File: src/rtl/core/multi_channel_timed_relay_controller_assert.svh
// Assertion macros for the timed relay controller.
// Depends on nothing; included by the top level, which carries the assertions.
`ifndef MULTI_CHANNEL_TIMED_RELAY_CONTROLLER_ASSERT_SVH
`define MULTI_CHANNEL_TIMED_RELAY_CONTROLLER_ASSERT_SVH
`ifndef SYNTHESIS
// Same-cycle implication, disabled in reset.
`define MCTRC_ASSERT_IMP(label, clk, rst, ante, cons) \
   label: assert property (@(posedge clk) disable iff (rst) (ante) |-> (cons)) \
      else $error("relay controller check failed");
// Next-cycle implication, disabled in reset.
`define MCTRC_ASSERT_NXT(label, clk, rst, ante, cons) \
   label: assert property (@(posedge clk) disable iff (rst) (ante) |=> (cons)) \
      else $error("relay controller check failed");
`else
`define MCTRC_ASSERT_IMP(label, clk, rst, ante, cons)
`define MCTRC_ASSERT_NXT(label, clk, rst, ante, cons)
`endif
`endif

File: src/rtl/core/mctrc_pkg.sv
// Shared types, codes and helpers for the timed relay controller.
// Depends on nothing.
package mctrc_pkg;

   localparam int BITS_EACH  = 3;
   localparam int CTRL_WIDTH = 24;
   localparam int EXP_WIDTH  = 8;
   localparam int CFG_WIDTH  = 24;
   localparam int CSR_ADDR_W = 3;
   localparam int CSR_DATA_W = 32;

   // register index, taken from the byte address
   localparam logic REG_ON_HOLD = 1'b0;
   localparam logic REG_PULSE   = 1'b1;

   localparam logic [CFG_WIDTH-1:0] ON_HOLD_RESET = 24'd60000;
   localparam logic [CFG_WIDTH-1:0] PULSE_RESET   = 24'd1000;

   localparam logic [BITS_EACH-1:0] UP_BIT   = 3'b001;
   localparam logic [BITS_EACH-1:0] STOP_BIT = 3'b010;
   localparam logic [BITS_EACH-1:0] DOWN_BIT = 3'b100;

   typedef enum logic [2:0] {
      CMD_NONE      = 3'd0,
      CMD_UP        = 3'd1,
      CMD_STOP      = 3'd2,
      CMD_DOWN      = 3'd3,
      CMD_STOP_DOWN = 3'd4,
      CMD_STOP_UP   = 3'd5,
      CMD_ALL       = 3'd6
   } cmd_type;

   typedef enum logic [1:0] {
      MODE_OFF   = 2'd0,
      MODE_ON    = 2'd1,
      MODE_PULSE = 2'd2
   } mode_type;

   typedef enum logic {
      FUNC_CMD  = 1'b0,
      FUNC_TICK = 1'b1
   } func_type;

   // per-channel operation for one word
   typedef struct packed {
      logic                 tick;
      logic                 load;
      logic                 drive_on;
      logic [BITS_EACH-1:0] mask;
   } chan_op_type;

   // per-channel status after the word
   typedef struct packed {
      logic                 expired;
      logic [BITS_EACH-1:0] bits_next;
   } chan_stat_type;

   function automatic logic [BITS_EACH-1:0] cmd_mask(input logic [2:0] cmd);
      logic [BITS_EACH-1:0] m;
      m = '0;
      case (cmd)
         CMD_UP:        m = UP_BIT;
         CMD_STOP:      m = STOP_BIT;
         CMD_DOWN:      m = DOWN_BIT;
         CMD_STOP_DOWN: m = STOP_BIT | DOWN_BIT;
         CMD_STOP_UP:   m = STOP_BIT | UP_BIT;
         CMD_ALL:       m = UP_BIT | STOP_BIT | DOWN_BIT;
         default:       m = '0;
      endcase
      return m;
   endfunction

endpackage

File: src/rtl/core/multi_channel_timed_relay_controller.sv
// Top level of the multi-channel timed relay controller.
// Depends on mctrc_pkg, mctrc_channel and the assertion macro header.
//
// Usage
//   req_*  : one word per item. tuser = func (0 command, 1 millisecond tick);
//            tdata = channel, command and drive mode. A command clears the
//            addressed channel, then drives the chosen up/stop/down bits on
//            or off; on and pulse modes start the channel timer from
//            on_hold_ms or pulse_ms (zero: no timer). A tick advances every
//            running timer and clears channels whose time has run out.
//   rsp_*  : one word per item: packed relay bits and the expired mask.
//   csr_*  : APB-style writes/reads, on_hold_ms at 0x0, pulse_ms at 0x4.
// Timing
//   Two register stages (input register, result register): a taken word
//   moves from the input register into the result register, raising
//   rsp_tvalid, once that is free or draining. One word is taken every cycle while
//   rsp_tready is high. All timers update in parallel in the channel slices.
// Reset clears relay bits, timers and both valid flags; registers return to
//   60000 ms and 1000 ms. When the receiver stalls the result register holds,
//   the input register fills once more, then req_tready drops.
`include "multi_channel_timed_relay_controller_assert.svh"
module multi_channel_timed_relay_controller #(
   parameter int CHANNELS   = 8,
   parameter int TIMER_BITS = 24
) (
   input  logic                                 clock,
   input  logic                                 reset,
   // request stream
   input  logic                                 req_tvalid,
   output logic                                 req_tready,
   input  logic [7:0]                           req_tdata,  // channel[2:0], command[5:3],
                                                            // drive_mode[7:6]
   input  logic                                 req_tuser,  // func[0]
   // result stream
   output logic                                 rsp_tvalid,
   input  logic                                 rsp_tready,
   output logic [31:0]                          rsp_tdata,  // control_word[23:0],
                                                            // expired_mask[31:24]
   // configuration port
   input  logic                                 csr_psel,
   input  logic                                 csr_penable,
   input  logic                                 csr_pwrite,
   input  logic [mctrc_pkg::CSR_ADDR_W-1:0]     csr_paddr,
   input  logic [mctrc_pkg::CSR_DATA_W-1:0]     csr_pwdata,
   output logic [mctrc_pkg::CSR_DATA_W-1:0]     csr_prdata,
   output logic                                 csr_pready
);

   localparam int BE      = mctrc_pkg::BITS_EACH;
   localparam int CFG_W   = mctrc_pkg::CFG_WIDTH;
   localparam int RELAY_W = CHANNELS * BE;
   localparam int CTRL_W  = mctrc_pkg::CTRL_WIDTH;
   localparam int EXP_W   = mctrc_pkg::EXP_WIDTH;
   localparam int WIDE_R  = (RELAY_W > CTRL_W) ? RELAY_W : CTRL_W;
   localparam int WIDE_E  = (CHANNELS > EXP_W) ? CHANNELS : EXP_W;
   localparam int DUR_W   = (TIMER_BITS > CFG_W) ? TIMER_BITS : CFG_W;
   localparam logic [DUR_W-1:0] TIMER_MAX = DUR_W'({TIMER_BITS{1'b1}});

   // ---------------- configuration registers ----------------
   logic [CFG_W-1:0] on_hold_ff, pulse_ff;
   logic             csr_write;
   logic             csr_index;

   assign csr_pready = 1'b1;
   assign csr_write  = csr_psel && csr_penable && csr_pwrite && csr_pready;
   assign csr_index  = csr_paddr[2];

   always_ff @(posedge clock) begin
      if (reset) begin
         on_hold_ff <= mctrc_pkg::ON_HOLD_RESET;
         pulse_ff   <= mctrc_pkg::PULSE_RESET;
      end else if (csr_write) begin
         if (csr_index == mctrc_pkg::REG_ON_HOLD) begin
            on_hold_ff <= csr_pwdata[CFG_W-1:0];
         end else begin
            pulse_ff <= csr_pwdata[CFG_W-1:0];
         end
      end
   end

   always_comb begin
      if (csr_index == mctrc_pkg::REG_ON_HOLD) begin
         csr_prdata = mctrc_pkg::CSR_DATA_W'(on_hold_ff);
      end else begin
         csr_prdata = mctrc_pkg::CSR_DATA_W'(pulse_ff);
      end
   end

   // ---------------- input register ----------------
   logic       in_valid_ff;
   logic       in_func_ff;
   logic [2:0] in_channel_ff;
   logic [2:0] in_command_ff;
   logic [1:0] in_mode_ff;
   logic       advance;
   logic       req_take;

   // advance the input word when the result register is free or draining
   assign advance    = !rsp_tvalid || rsp_tready;
   assign req_tready = !in_valid_ff || advance;
   assign req_take   = req_tvalid && req_tready;

   always_ff @(posedge clock) begin
      if (reset) begin
         in_valid_ff <= 1'b0;
      end else if (req_take) begin
         in_valid_ff <= 1'b1;
      end else if (advance) begin
         in_valid_ff <= 1'b0;
      end
   end

   always_ff @(posedge clock) begin
      if (req_take) begin
         in_func_ff    <= req_tuser;
         in_channel_ff <= req_tdata[2:0];
         in_command_ff <= req_tdata[5:3];
         in_mode_ff    <= req_tdata[7:6];
      end
   end

   // ---------------- decode one word ----------------
   logic                  fire;
   logic [BE-1:0]         mask;
   logic                  drive_on;
   logic [CFG_W-1:0]      dur_cfg;
   logic [DUR_W-1:0]      dur_wide;
   logic [TIMER_BITS-1:0] dur;
   logic                  cmd_ok;

   assign fire = in_valid_ff && advance;
   assign mask = mctrc_pkg::cmd_mask(in_command_ff);

   always_comb begin
      case (in_mode_ff)
         mctrc_pkg::MODE_ON: begin
            drive_on = 1'b1;
            dur_cfg  = on_hold_ff;
         end
         mctrc_pkg::MODE_PULSE: begin
            drive_on = 1'b1;
            dur_cfg  = pulse_ff;
         end
         default: begin
            // off and the unused mode code: bits cleared, no timer
            drive_on = 1'b0;
            dur_cfg  = '0;
         end
      endcase
   end

   // saturate the duration to the timer width
   assign dur_wide = DUR_W'(dur_cfg);
   assign dur      = (dur_wide > TIMER_MAX) ? TIMER_BITS'(TIMER_MAX)
                                            : TIMER_BITS'(dur_wide);

   assign cmd_ok = fire && (in_func_ff == mctrc_pkg::FUNC_CMD) && (mask != '0)
                   && (32'(in_channel_ff) < CHANNELS);

   // ---------------- channel slices ----------------
   logic [WIDE_R-1:0] relay_next;
   logic [WIDE_E-1:0] expired_next;

   generate
      if (WIDE_R > RELAY_W) begin : g_relay_pad
         assign relay_next[WIDE_R-1:RELAY_W] = '0;
      end
      if (WIDE_E > CHANNELS) begin : g_exp_pad
         assign expired_next[WIDE_E-1:CHANNELS] = '0;
      end
   endgenerate

   genvar c;
   generate
      for (c = 0; c < CHANNELS; c++) begin : g_chan
         mctrc_pkg::chan_op_type   op;
         mctrc_pkg::chan_stat_type stat;

         assign op.tick     = fire && (in_func_ff == mctrc_pkg::FUNC_TICK);
         assign op.load     = cmd_ok && (32'(in_channel_ff) == c);
         assign op.drive_on = drive_on;
         assign op.mask     = mask;

         mctrc_channel #(
            .TIMER_BITS (TIMER_BITS)
         ) u_channel (
            .clock (clock),
            .reset (reset),
            .op    (op),
            .dur   (dur),
            .stat  (stat)
         );

         assign relay_next[c*BE +: BE] = stat.bits_next;
         assign expired_next[c]        = stat.expired;
      end
   endgenerate

   // ---------------- result register ----------------
   logic              out_valid_ff;
   logic [CTRL_W-1:0] out_ctrl_ff;
   logic [EXP_W-1:0]  out_exp_ff;

   always_ff @(posedge clock) begin
      if (reset) begin
         out_valid_ff <= 1'b0;
      end else if (advance) begin
         out_valid_ff <= in_valid_ff;
      end
   end

   always_ff @(posedge clock) begin
      if (fire) begin
         out_ctrl_ff <= relay_next[CTRL_W-1:0];
         out_exp_ff  <= expired_next[EXP_W-1:0];
      end
   end

   assign rsp_tvalid = out_valid_ff;
   assign rsp_tdata  = {out_exp_ff, out_ctrl_ff};

   // ---------------- checks ----------------
   // a command word never reports an expiry
   `MCTRC_ASSERT_NXT(a_cmd_no_expiry, clock, reset,
      fire && (in_func_ff == mctrc_pkg::FUNC_CMD), out_exp_ff == '0)
   // a new result only ever follows a word held in the input register
   `MCTRC_ASSERT_IMP(a_result_has_source, clock, reset,
      $rose(out_valid_ff), $past(in_valid_ff))
   // an empty result register never back-pressures the request side
   `MCTRC_ASSERT_IMP(a_ready_when_empty, clock, reset,
      !out_valid_ff, req_tready)

endmodule

File: src/rtl/core/mctrc_channel.sv
// One relay channel: its three relay bits and its millisecond timer.
// Depends on mctrc_pkg.
module mctrc_channel #(
   parameter int TIMER_BITS = 24
) (
   input  logic                      clock,
   input  logic                      reset,
   input  mctrc_pkg::chan_op_type    op,
   input  logic [TIMER_BITS-1:0]     dur,
   output mctrc_pkg::chan_stat_type  stat
);

   logic                               active_ff, active_in;
   logic [TIMER_BITS-1:0]              left_ff, left_in;
   logic [mctrc_pkg::BITS_EACH-1:0]    bits_ff, bits_in;
   logic                               expired;

   always_comb begin
      active_in = active_ff;
      left_in   = left_ff;
      bits_in   = bits_ff;
      expired   = 1'b0;
      if (op.tick) begin
         if (active_ff) begin
            if (left_ff == '0) begin
               // expiring tick: drop bits and timer
               active_in = 1'b0;
               bits_in   = '0;
               expired   = 1'b1;
            end else begin
               left_in = left_ff - 1'b1;
            end
         end
      end else if (op.load) begin
         bits_in   = op.drive_on ? op.mask : '0;
         active_in = (dur != '0);
         left_in   = dur;
      end
   end

   always_ff @(posedge clock) begin
      if (reset) begin
         active_ff <= 1'b0;
         left_ff   <= '0;
         bits_ff   <= '0;
      end else begin
         active_ff <= active_in;
         left_ff   <= left_in;
         bits_ff   <= bits_in;
      end
   end

   assign stat.expired   = expired;
   assign stat.bits_next = bits_in;

endmodule

File: config.mk
export PLATFORM = sky130hd
export DESIGN_NAME = multi_channel_timed_relay_controller
export DESIGN_NICKNAME = d
export VERILOG_FILES = /design/src/rtl/core/mctrc_pkg.sv /design/src/rtl/core/multi_channel_timed_relay_controller.sv /design/src/rtl/core/mctrc_channel.sv
export VERILOG_INCLUDE_DIRS = /design/src /design/src/rtl/core
export SDC_FILE = /design/constraint.sdc
export NUM_CORES = 1
export LEC_CHECK = 0
export BUFFER_PORTS_ARGS = -buffer_cell sky130_fd_sc_hd__clkbuf_2
export CAP_MARGIN = 20
export CORE_MARGIN = 2
export CORE_UTILIZATION = 35
export CTS_CLUSTER_DIAMETER = 40
export CTS_CLUSTER_SIZE = 24
export DETAILED_ROUTE_END_ITERATION = 7
export GPL_ROUTABILITY_DRIVEN = 0
export PLACE_DENSITY = 0.47
export RECOVER_POWER = 50
export SYNTH_ARGS = -nofsm -noshare
export SYNTH_HDL_FRONTEND = slang
export SYNTH_HIERARCHICAL = 1
export SYNTH_SLANG_ARGS = --single-unit
File: constraint.sdc
create_clock -name clock -period 3.35 [get_ports clock]
set_input_delay 0.5025 -clock clock [delete_from_list [all_inputs] [get_ports clock]]
set_output_delay 0.5025 -clock clock [all_outputs]
set_load 0.005 [all_outputs]
Word-level counts from Yosys, hierarchy flattened
Index checks and enable logic that the tools add are counted.
Storage, ports and cells
  register bits after elaboration: 315
  input port bits: 51
  output and inout port bits: 67
  word-level logic and storage cells: 253
Cells by class
  add/sub/neg operators: 8
  $lt $le $gt $ge: 1
  equal/unequal tests: 31
  mux-type cells: 112
  bitwise logic cells: 2
  reduce and logical (&&, ||, !) cells: 58
Operators with widths (count)
  2-to-1 mux 24 bit: 34
  logical NOT 24 bit: 8
  subtractor 24 x 1 -> 24 bit (second input constant): 8
  2-to-1 mux 3 bit: 33
  case mux 24 bit (2 select lines): 1
  2-to-1 mux 1 bit: 43
  > comparator 24 bit (second input constant): 1
  AND reduction 3 bit: 8
  nonzero test 24 bit: 1
  == test 3 bit (second input constant): 7
  AND reduction 2 bit: 10
  case mux 3 bit (6 select lines): 1
  nonzero test 2 bit: 9
  inequality test 2 x 1 -> 1 bit (second input constant): 8
  inequality test 2 bit (second input constant): 8
  logical AND 1 bit: 15
  == test 3 x 2 -> 1 bit (second input constant): 4
  == test 3 x 1 -> 1 bit (second input constant): 2
  logical NOT 3 bit: 1
  nonzero test 3 bit: 1
  == test 2 x 1 -> 1 bit (second input constant): 1
  == test 2 bit (second input constant): 1
  logical NOT 1 bit: 2
  logical OR 1 bit: 2
  other kinds (2): 3

Longest topological paths before layout
  word-level depth: 8
  depth in mapped cells: 10
  depth with buffers taken out: 9

Cells and area by module
The synthesis kept the hierarchy.
By module, submodules not included
  mctrc_channel (g_chan[0].u_channel ...): instances 5, cells an instance 262, area an instance 1998.2 µm², sequential area each 560.5 µm²
  mctrc_channel (g_chan[5].u_channel ...): instances 3, cells an instance 257, area an instance 1915.6 µm², sequential area each 560.5 µm²
  multi_channel_timed_relay_controller: instances 1, cells an instance 387, area an instance 3912.5 µm², sequential area each 2232.1 µm²

Least setup slack after synthesis
OpenSTA, ideal clock, no wires.
  path type: in2reg
  start: input port rsp_tready
  end: register g_chan[3].u_channel.left_ff[22]
  library setup time: 0.133 ns
  data arrival time: 2.410 ns
  data required time: 3.217 ns
  setup slack: 0.808 ns
  stages: 9
  path buffers: 2
  cells stage by stage: nand2b_1 -> nand2_1 -> nor4_1 -> nor2b_1 -> clkbuf_1 -> nor2_1 -> clkbuf_1 -> o31ai_1 -> a31oi_1
RTL lines
  start: declaration: RTL line multi_channel_timed_relay_controller.sv:36  | input logic rsp_tready,
  end signal: assignment: RTL line mctrc_channel.sv:48  | left_ff <= left_in;
  end: declaration: RTL line mctrc_channel.sv:14  | logic [TIMER_BITS-1:0] left_ff, left_in;

==> flow_metrics.env <==
export IMPL_run_status="complete, but fails checks"
export IMPL_violations="capacitance limit, slew limit"
export IMPL_critPathCaptureType="register"
export IMPL_async_flop_share_pct=0
export IMPL_fin_ws_ns=0.323
export IMPL_synth_sequential_area_ratio_pct=34.2
export IMPL_worst_hold_path_endpoint="in_command_ff[2]"
export IMPL_leftover_overflow_at_the_end_of_global_routing=0
export IMPL_postCtsSetupBuffers=0
export IMPL_highest_layer="met4"
export IMPL_place_ws_ns=0.211
export IMPL_met3RoutedLength_mm=5.12
export IMPL_yosys_area_share_adder_pct=1.15
export IMPL_drt_total_wl_mm=73.2
export IMPL_clock_power_share_pct=60.0
export IMPL_slew_viol_final=101
export IMPL_min_period_ns=3.03
export IMPL_combPwrFrac_pct=8.5
export IMPL_hold_viol=0
export IMPL_power_switching_share_pct=26.3
export IMPL_cts_tree="yes"
export IMPL_max_slew_margin_pct=-16.9
export IMPL_die_width_um=241
export IMPL_post_synth_instance_area_mm2=0.0197
export IMPL_maxClockFrequency_ghz=0.330
export IMPL_internal_power_mw=9.13
export IMPL_drt_initial_drc_count=1651
export IMPL_fp_coreArea_mm2=0.0553
export IMPL_synth_top_area_share_pct=27.9
export IMPL_worst_r2r_startpoint="in_command_ff[2]"
export IMPL_cap_viol_max_count=2
export IMPL_nets=2634
export IMPL_max_clock_path_buffers=3
export IMPL_power_per_cell_area_mw_per_mm2=524
export IMPL_combinational_family_with_the_most_area_after_synthesis="simple AND/OR/NAND/NOR gates"
export IMPL_seq_power_share_pct=31.5
export IMPL_timing_critical_path_required_ns=3.84
export IMPL_synth_warning_count=6
export IMPL_cts_root_buf="clkbuf_16"
export IMPL_clkLatencyLatePin_ns=0.61
export IMPL_rsz0062_at_grt="no"
export IMPL_floorplan_die_height_um=241
export IMPL_wire_length_on_met2_mm=32.8
export IMPL_final_cell_area_mm2=0.0237
export IMPL_postRouteAntennaNets=0
export IMPL_worst_r2r_cell_count=9
export IMPL_p_leak_nw=8.47
export IMPL_placed_cell_count=3237
export IMPL_layout_filler_cell_count=5657
export IMPL_cp_start_kind="register"
export IMPL_post_synth_inst_count=2468
export IMPL_synth_simple_area_share_pct=32.1
export IMPL_vdd_ir_drop_worst_mv=0.382
export IMPL_first_pass_grt_wire_length_mm=113
export IMPL_grt_start_max_net_pins=95
export IMPL_hpwl_after_detailed_placement_mm=45.6
export IMPL_cts_repair_resized=0
export IMPL_gr_util_all_layers_pct=24.9
export IMPL_timing_hold_worst_path_depth=1
export IMPL_layout_drive_gt1_share_pct=16.3
export IMPL_clock_sinks=315
export IMPL_synth_compound_area_share_pct=23.3
export IMPL_arrival_ns=3.51
export IMPL_timing_final_setup_violations=0
export IMPL_power_net_switching_mw=3.27
export IMPL_drc_errors=0
export IMPL_hp_start="req_tdata[5]"
export IMPL_final_cycle_utilization_of_the_critical_path_pct=90.3
export IMPL_ios=118
export IMPL_met1_length_mm=32.6
export IMPL_cts_made_buffers=72
export IMPL_yosys_register_bits=315
export IMPL_power_total_mw=12.4
export IMPL_vias_per_cell=5.94
export IMPL_port_buf_inserts=98
export IMPL_synth_enable_flop_cells=41
export IMPL_yosys_top_cells_area="dfxtp_1, edfxtp_1, a21oi_1"
export IMPL_skew_ns=0.0267
export IMPL_worstMarginPinSlew_ns=1.75
export IMPL_cts_htree_levels=3
export IMPL_setup_tns_ns=0
export IMPL_grt_pass1_vias=19200
export IMPL_placement_rows=86
export IMPL_layoutNonFillerInstCount=3373
export IMPL_detail_route_wl_per_cell_um=21.7
export IMPL_antenna_violations_before_repair=0
export IMPL_synthesis_area_per_instance_um2=7.96
export IMPL_design_die_area_mm2=0.0581
export IMPL_drt_pass1_iter_count=5
export IMPL_final_common_cell="dfxtp_1"
export IMPL_cts_hold_fix_buffers=0
export IMPL_post_synth_num_cell_types=65
export IMPL_ys_dominant_reg_cell="dfxtp_1"
export IMPL_syn2layout_area_growth_pct=20.4
export IMPL_holdCritPathClass="in -> reg"
export IMPL_worstSetupPathType="reg -> reg"
export IMPL_terminus_of_the_critical_flop_to_flop_path="g_chan[4].u_channel/left_ff[0]"
export IMPL_reg2reg_slack_ns=0.32
export IMPL_instance_area_after_placement_mm2=0.0212
export IMPL_antenna_diode_count=0
export IMPL_cp_max_fo=27
export IMPL_clkSlewWorstSetupHoldPaths_ns=0.06
export IMPL_yosys_mux_area_fraction_pct=2.87
export IMPL_yosys_area_share_xor_xnor_pct=0
export IMPL_floorplan_initialDensity_pct=35.5
export IMPL_mostFrequentLayoutCells="dfxtp_1, nand2_1, a21oi_1"
export IMPL_synth_largest_area_cell="dfxtp_1"
export IMPL_route_vias_total=20000
==> worst max-delay path by stage <==
| stage | start | end | slack [ns] | cells after the start |
|---|---|---|---|---|
| after floorplan | rsp_tready | g_chan[3].u_channel/left_ff[22] | 0.81 | 9 |
| after detailed placement | rsp_tready | g_chan[0].u_channel/left_ff[0] | 0.21 | 8 |
| final | in_command_ff[2] | g_chan[4].u_channel/left_ff[0] | 0.32 | 9 |
| after global routing | in_command_ff[2] | g_chan[4].u_channel/left_ff[1] | 0.14 | 9 |
| after CTS | in_command_ff[2] | g_chan[0].u_channel/left_ff[0] | 0.31 | 9 |
| after global placement | rsp_tready | g_chan[0].u_channel/left_ff[0] | 0.25 | 8 |
==> through the flow <==
step	hold WS (ns)	util, %
2_1_floorplan	0.445	-
3_3_place_gp	0.453	38.4
3_5_place_dp	0.458	38.4
4_1_cts	0.0460	43.0
5_1_grt	0.0459	42.8
6_report	0.0672	42.8
==> flip-flops by register name, indices dropped and copies added (netlist names), 2 cells and up <==
signal	count
g_chan.u_channel/left_ff	192
g_chan.u_channel/bits_ff	24
on_hold_ff	24
out_ctrl_ff	24
pulse_ff	24
g_chan.u_channel/active_ff	8
out_exp_ff	8
in_channel_ff	3
in_command_ff	3
in_mode_ff	2
==> cells in the mapped netlist, types with 19 or more instances <==
cell / number
mux2_2: 27
or4_4: 19
clkbuf_1: 112
nor4_1: 79
a32oi_1: 26
a31oi_1: 73
o31ai_1: 38
edfxtp_1: 41
o32ai_1: 77
and3_1: 39
buf_2: 41
nor2b_1: 46
nand3_1: 43
and4_1: 20
a21oi_1: 228
nand2b_1: 30
mux2i_1: 26
nand4_1: 43
or3_1: 37
a22oi_1: 45
dfxtp_1: 274
buf_4: 31
and2_1: 30
nor3_1: 148
nor2_1: 241
nand2_1: 261
inv_1: 61
o21ai_0: 56
==> worst max-delay path, cell delays in order, from the launching register on <==
cell and delay, ns:
edfxtp_1 0.47, or3_1 0.39, nand2_1 0.21, nor4_1 0.10, buf_4 0.17, nand2b_1 0.14, nand4b_4 0.12, nor3_4 0.85
nor3_1 0.14, o221a_2 0.31
==> cell type report <==
class / instances / area (um^2) / area share, %
inverters: 66 / 248 / 1.05
multi-input cells: 1892 / 11700 / 49.6
flip-flops and latches: 315 / 6720 / 28.4
repair buffers: 218 / 1470 / 6.23
clock inverters: 41 / 538 / 2.27
clock buffers: 93 / 2010 / 8.50
well taps: 748 / 936 / 3.96
==> cells by family after synthesis <==
kind of cell,count (synthesis)
AND/OR/NAND/NOR,1136
AO/OA/AOI/OAI,676
flip-flops,315
buffers and inverters,268
multiplexers,53
adder cells (fa/ha/maj),18
other,2
==> power groups by stage <==
| stage | clock, mW | sequential (mW) | combinational (mW) |
|---|---|---|---|
| floorplan | 0 | 3.97 | 0.655 |
| global placement | 0 | 3.98 | 1.04 |
| CTS | 7.57 | 3.91 | 1.05 |
| global route | 7.76 | 3.91 | 1.14 |
| finish | 7.44 | 3.91 | 1.06 |
| detailed placement | 0 | 3.98 | 1.05 |
==> layer usage <==
metal  vias up  global-route usage (%)
li1       9485                       -
met1      9690                    33.3
met2       728                    39.7
met3       144                    4.90
met4         0                    9.28
met5         -                       0
No activity file was read; power rests on OpenSTA's default activity.
